`src/rtl/crcme_pkg.sv`:
```
`timescale 1ns / 1ps
// ----------------------------------------------------------------------------
// CRC engine package
// Mode codes, polynomials, the item type and the byte fold functions.
// ----------------------------------------------------------------------------
package crcme_pkg;

    localparam int unsigned DATA_W = 8;
    localparam int unsigned CRC_W  = 32;
    localparam int unsigned HALF_W = 16;

    localparam logic [CRC_W-1:0] POLY_REFL32 = 32'hEDB8_8320;
    localparam logic [CRC_W-1:0] POLY_ARC16  = 32'h0000_A001;
    localparam logic [CRC_W-1:0] POLY_MPEG32 = 32'h04C1_1DB7;
    localparam logic [CRC_W-1:0] ALL_ONES    = 32'hFFFF_FFFF;
    localparam logic [CRC_W-1:0] LOW_MASK    = 32'h0000_FFFF;

    typedef enum logic [1:0] {
        MODE_CRC32 = 2'd0,
        MODE_ARC16 = 2'd1,
        MODE_MPEG2 = 2'd2
    } crc_mode_t;

    typedef struct packed {
        logic [DATA_W-1:0] data;
        logic              first;
        logic              last;
    } crcme_item_t;

    typedef struct packed {
        logic [CRC_W-1:0] crc;
        logic [CRC_W-1:0] check;
    } crcme_fold_t;

    function automatic logic [CRC_W-1:0] fold_reflected(
        input logic [CRC_W-1:0]  c_in,
        input logic [DATA_W-1:0] b,
        input logic [CRC_W-1:0]  poly
    );
        logic [CRC_W-1:0] c;
        c = c_in ^ {{(CRC_W-DATA_W){1'b0}}, b};
        for (int k = 0; k < DATA_W; k++) begin
            c = c[0] ? ((c >> 1) ^ poly) : (c >> 1);
        end
        return c;
    endfunction

    function automatic logic [CRC_W-1:0] fold_msb_first(
        input logic [CRC_W-1:0]  c_in,
        input logic [DATA_W-1:0] b
    );
        logic [CRC_W-1:0] c;
        c = c_in ^ {b, {(CRC_W-DATA_W){1'b0}}};
        for (int k = 0; k < DATA_W; k++) begin
            c = c[CRC_W-1] ? ((c << 1) ^ POLY_MPEG32) : (c << 1);
        end
        return c;
    endfunction

endpackage

```
`src/rtl/crcme_fold.sv`:
```
`timescale 1ns / 1ps
// ----------------------------------------------------------------------------
// CRC byte fold
// Folds one byte into the running CRC for the selected mode and forms the
// finished check value.
// ----------------------------------------------------------------------------
module crcme_fold (
    input  crcme_pkg::crc_mode_t   mode,
    input  logic [31:0]            crc_in,
    input  crcme_pkg::crcme_item_t item,
    output crcme_pkg::crcme_fold_t fold
);
    import crcme_pkg::*;

    logic [CRC_W-1:0] start;
    logic [CRC_W-1:0] crc_new;

    always_comb begin
        if (item.first) begin
            start = (mode == MODE_ARC16) ? '0 : ALL_ONES;
        end else begin
            start = crc_in;
        end
        case (mode)
            MODE_ARC16: begin
                crc_new    = fold_reflected(start & LOW_MASK, item.data, POLY_ARC16) & LOW_MASK;
                fold.check = crc_new;
            end
            MODE_MPEG2: begin
                crc_new    = fold_msb_first(start, item.data);
                fold.check = crc_new;
            end
            default: begin
                crc_new    = fold_reflected(start, item.data, POLY_REFL32);
                fold.check = crc_new ^ ALL_ONES;
            end
        endcase
        fold.crc = crc_new;
    end

endmodule

```
`src/rtl/multi_standard_crc_engine_unit.sv`:
```
`timescale 1ns / 1ps
// ----------------------------------------------------------------------------
// Multi-standard CRC engine
// Byte-stream CRC with reflected CRC-32, CRC-16/ARC and CRC-32/MPEG-2 modes.
//
// Channel   Direction  Handshake            Contents
// s_*       in         s_tvalid / s_tready  data byte, first mark, last mark
// m_*       out        m_tvalid / m_tready  32-bit check value
// cfg_*     in         cfg_valid/cfg_ready  2-bit mode
//
// One byte is taken every clock unless a stalled last item holds the input;
// the whole fold runs between the input register and the CRC and result registers.
// A result that waits in the output register stalls only items marked last.
// Synchronous active-low reset clears the mode to reflected CRC-32 and the
// running CRC to all ones.
// ----------------------------------------------------------------------------
module multi_standard_crc_engine_unit (
    input  logic        aclk,
    input  logic        aresetn,
    input  logic        s_tvalid,
    output logic        s_tready,
    input  logic [7:0]  s_tdata,   // [7:0] data_byte
    input  logic        s_tuser,   // [0] first_byte
    input  logic        s_tlast,
    output logic        m_tvalid,
    input  logic        m_tready,
    output logic [31:0] m_tdata,   // [31:0] check_value
    input  logic        cfg_valid,
    output logic        cfg_ready,
    input  logic [1:0]  cfg_data
);
    import crcme_pkg::*;

    crc_mode_t        mode_reg;
    crcme_item_t      item_reg;
    logic             item_valid_reg;
    logic [CRC_W-1:0] crc_reg;
    logic             out_valid_reg;
    logic [CRC_W-1:0] out_data_reg;
    crcme_fold_t      fold;
    logic             advance;

    assign advance   = item_valid_reg && (!item_reg.last || !out_valid_reg || m_tready);
    assign s_tready  = !item_valid_reg || advance;
    assign cfg_ready = 1'b1;
    assign m_tvalid  = out_valid_reg;
    assign m_tdata   = out_data_reg;

    crcme_fold u_fold (
        .mode   (mode_reg),
        .crc_in (crc_reg),
        .item   (item_reg),
        .fold   (fold)
    );

    always_ff @(posedge aclk) begin
        if (!aresetn) begin
            mode_reg       <= MODE_CRC32;
            item_valid_reg <= 1'b0;
            crc_reg        <= ALL_ONES;
            out_valid_reg  <= 1'b0;
        end else begin
            if (cfg_valid && cfg_ready) begin
                mode_reg <= crc_mode_t'(cfg_data);
            end
            if (s_tvalid && s_tready) begin
                item_valid_reg <= 1'b1;
                item_reg.data  <= s_tdata;
                item_reg.first <= s_tuser;
                item_reg.last  <= s_tlast;
            end else if (advance) begin
                item_valid_reg <= 1'b0;
            end
            if (advance) begin
                crc_reg <= fold.crc;
            end
            if (advance && item_reg.last) begin
                out_valid_reg <= 1'b1;
                out_data_reg  <= fold.check;
            end else if (m_tready) begin
                out_valid_reg <= 1'b0;
            end
        end
    end

    a_arc16_high_clear: assert property (@(posedge aclk) disable iff (!aresetn)
        (advance && mode_reg == MODE_ARC16) |=> crc_reg[CRC_W-1:HALF_W] == '0)
        else $error("CRC-16 fold left high bits set");

    a_last_gives_result: assert property (@(posedge aclk) disable iff (!aresetn)
        (advance && item_reg.last) |=> m_tvalid)
        else $error("Last item did not produce a result");

    a_empty_stage_ready: assert property (@(posedge aclk) disable iff (!aresetn)
        !item_valid_reg |-> s_tready)
        else $error("Input refused with empty input register");

    a_nonlast_no_result: assert property (@(posedge aclk) disable iff (!aresetn)
        (advance && !item_reg.last && !m_tvalid) |=> !m_tvalid)
        else $error("Result appeared without a last item");

endmodule
```
`config.mk`:
```
export PLATFORM = sky130hd
export DESIGN_NAME = multi_standard_crc_engine_unit
export DESIGN_NICKNAME = d
export VERILOG_FILES = /design/src/rtl/crcme_pkg.sv /design/src/rtl/crcme_fold.sv /design/src/rtl/multi_standard_crc_engine_unit.sv
export SDC_FILE = /design/constraint.sdc
export NUM_CORES = 1
export LEC_CHECK = 0
export ABC_AREA = 1
export BUFFER_PORTS_ARGS = -buffer_cell sky130_fd_sc_hd__buf_2
export CORE_ASPECT_RATIO = 0.8
export CORE_MARGIN = 3
export CORE_UTILIZATION = 61
export DETAILED_ROUTE_END_ITERATION = 8
export PLACE_DENSITY = 0.9
export SYNTH_ARGS = -nofsm -noshare
export SYNTH_HDL_FRONTEND = slang
export SYNTH_SLANG_ARGS = --single-unit
```
`constraint.sdc`:
```
create_clock -name aclk -period 3.5 [get_ports aclk]
set_clock_uncertainty 0.15 [all_clocks]
set_input_delay 0.35 -clock aclk [delete_from_list [all_inputs] [get_ports aclk]]
set_output_delay 0.35 -clock aclk [all_outputs]
set_load 0.02 [all_outputs]
```
==> flow_summary.yaml <==
status:
  outcome: "finished clean"
critical_path:
  crit_path_top_delay_cell: "xor2_2"
  r2r_end: "m_tdata[23]"
  crit_family: "XOR/XNOR gates"
  critPathMaxStageDelay_ns: 0.41
  cp-startpoint: "mode_reg[1]"
  crit_fanout: 13
  crit_arrival_ns: 3.29
  crit_end: "m_tdata[23]"
  reg2reg_from: "mode_reg[1]"
  start_kind: "flip-flop"
  reg2reg_slack_ns: 0.14
  cp.required_ns: 3.43
  cpMostUsedCell: "nand2_4"
  worst-path-buf-inv: 2
  worstPathCellList: "inv_1 > ha_1 > inv_1 > nand2_4 > nand2_4 > xor2_4 > xor2_2 > nand2_2 > nand2_4 > xor2_2 > xor2_1 > o21ai_0"
  critPathKind: "reg2reg"
  worst-path-stages: 12
  endpoint_kind: "flip-flop"
  r2r_cells: 12
logic_synthesis:
  syn_nets: 750
  synth.avg_cell_area_um2: 7.89
  synth_area_leader_cell: "edfxtp_1"
  synth_edf_count: 42
  synth.top_cell.area_share_pct: 21.9
  synth_ff_type: "edfxtp_1"
  synth_common_cells: "205 x nand2_1, 88 x xor2_1, 52 x inv_1, 48 x o21ai_0, 44 x nand3_1"
  synth_area_leaders: "edfxtp_1 22%, xor2_1 13%, nand2_1 13%"
  seq_area_frac_synth_pct: 34.4
  ys_types: 44
  ys_warn_count: 0
  synthCells: 730
  netlist_area_um2: 5760
  ys_async_sr_fraction_pct: 0
  synth_seq_cells: 78
  synth_most_common_cell: "nand2_1"
pwr:
  netSwitchingFraction_pct: 39.3
  p_int_mw: 2.17
  p_leak_nw: 2.91
  comb_power_share_pct: 41.4
  total_power_mw: 3.58
  power.density_nw_per_um2: 552
  clockPowerShare_pct: 27.7
  net-switching-power_mw: 1.41
  seq_power_share_pct: 30.9
  ir_drop_mv: 0.430
placement:
  portBuffers: 50
  place_area_um2: 6150
  dp_hpwl_um: 14300
  gp_congestion: 1.15
  dp.cells: 880
timing:
  fmax_ghz: 0.298
  hold_viol_final: 0
  setup_viol: 0
  min_period_over_period_pct: 96.0
  period_minus_slack_ns: 3.36
  worstMarginPinSlew_ns: 0.596
  fin_tns_setup_ns: 0
  rsz0062_at_grt: "yes"
  max-slew-margin-rel_pct: 59.8
  final_max_slew_viol_count: 0
cells_and_area:
  layout.cells.non_filler: 896
  nets: 796
  n_antenna_cell: 0
  final_util_pct: 71.2
  layout-drive-gt1-share_pct: 18.4
  final_area_um2: 6490
  area_growth_pct: 12.6
detailed_routing:
  ant_nets: 0
  num_vias: 5257
  drtIter0Drc: 780
  post_drt_wl_per_cell_um: 21.1
  drtPass1Iterations: 5
  via_per_inst: 5.87
  totalWireLength_um: 18900
  drc: 0
floorplanning:
  initial_core_util_pct: 63.2
  die_y_um: 92.9
  design.core.area_um2: 9110
  dieArea_um2: 10700
  io_pins: 52
  dieWidth_um: 115
  num_rows: 31
global_routing:
  grt_max_degree: 38
  antenna_found_initial: 0
  grt_pass1_vias: 4914
  overflow: 0
  gr-usage-all-layers_pct: 36.4
  grt_pass1_wl_um: 28300
cts:
  htreeDepth: 3
  root_buffer: "clkbuf_16"
  ctsHoldBuffers: 0
  clockBufferDepth: 2
  clock_sinks: 78
  cts_tree: "done"
  clock_latency_ns: 0.34
  cts_buffers: 9
  clk_pin_slew_worst_paths_ns: 0.06
job:
  drv_cap: 0
min_path:
  hp-class: "in2reg"
==> worst reg2reg max path: stages, from the launching register on <==
cell     delay, ns
dfxtp_1       0.37
inv_1         0.09
ha_1          0.22
inv_1         0.21
nand2_4       0.19
nand2_4       0.14
xor2_4        0.39
xor2_2        0.42
nand2_2       0.13
nand2_4       0.13
xor2_2        0.20
xor2_1        0.35
o21ai_0       0.12
==> cell families (layout without fill, tap and decap cells) <==
group / Yosys count / in the layout / share of synthesized area (%)
buffers and inverters: 88 / 139 / 6.41
other: 1 / 1 / 0.0651
DFF: 78 / 78 / 34.4
xor gates and xnor gates: 122 / 122 / 21.7
and+or+nand+nor: 308 / 308 / 23.5
AOI/OAI and AO/OA: 130 / 130 / 13.2
adders and majority gates: 3 / 3 / 0.652
==> per-layer routing <==
| layer | GRT usage (%) | up-vias | wire length, µm |
|---|---|---|---|
| met2 | 51.9 | 335 | 8020 |
| met1 | 49.9 | 2426 | 7630 |
| met5 | 0 | - | 0 |
| li1 | - | 2454 | - |
| met3 | 14.0 | 42 | 2700 |
| met4 | 13.4 | 0 | 554 |
==> metrics by stage <==
stage	hold WS [ns]	setup WS, ns
floorplan	0.285	0.452
global route	0.0275	-0.0250
finish	0.0380	0.141
global placement	0.298	0.280
CTS	0.0294	0.175
detailed placement	0.306	0.230
==> timing repair <==
action                     CTS  global route
buffers inserted             0             0
setup endpoints to repair    0            10
resized for setup            0             6
==> how the worst min path moves through the flow <==
stage | startpoint | endpoint | slack [ns] | cells past startpoint
6_report | s_tdata[7] | item_reg[9] | 0.04 | 1
3_5_place_dp | crc_reg[8] | crc_reg[8] | 0.31 | 2
4_1_cts | s_tdata[2] | item_reg[4] | 0.03 | 1
5_1_grt | s_tlast | item_reg[0] | 0.03 | 1
3_3_place_gp | crc_reg[20] | crc_reg[20] | 0.30 | 2
2_1_floorplan | crc_reg[11] | crc_reg[11] | 0.28 | 2
==> power by group through the flow <==
stage / sequential (mW) / clock [mW] / combinational (mW)
3_3_place_gp: 1.12 / 0 / 1.41
2_1_floorplan: 1.13 / 0 / 1.02
6_report: 1.11 / 0.991 / 1.48
3_5_place_dp: 1.12 / 0 / 1.42
4_1_cts: 1.10 / 0.999 / 1.43
5_1_grt: 1.11 / 1.04 / 1.60
==> layout by cell type, fill, tap and decap left out, drive strengths merged, types with 6 or more instances in the layout <==
| cell type | Yosys | final |
|---|---|---|
| dfxtp | 36 | 36 |
| or2 | 6 | 6 |
| o21ai | 71 | 71 |
| nand3 | 45 | 45 |
| nor2 | 22 | 22 |
| buf | 9 | 64 |
| inv | 57 | 57 |
| xnor2 | 21 | 21 |
| edfxtp | 42 | 42 |
| o211ai | 11 | 11 |
| clkbuf | 20 | 11 |
| xor2 | 101 | 101 |
| nand2 | 230 | 230 |
| a21oi | 34 | 34 |
==> final cells by class <==
class	count	area (µm²)
Clock buffer	11	233
Clock inverter	5	76.3
Multi-Input combinational cell	564	3450
Timing Repair Buffer	64	380
Inverter	59	224
Fill cell	748	2630
Tap cell	115	144
Sequential cell	78	1980
Note: power is estimated with default switching activity, not from simulation.
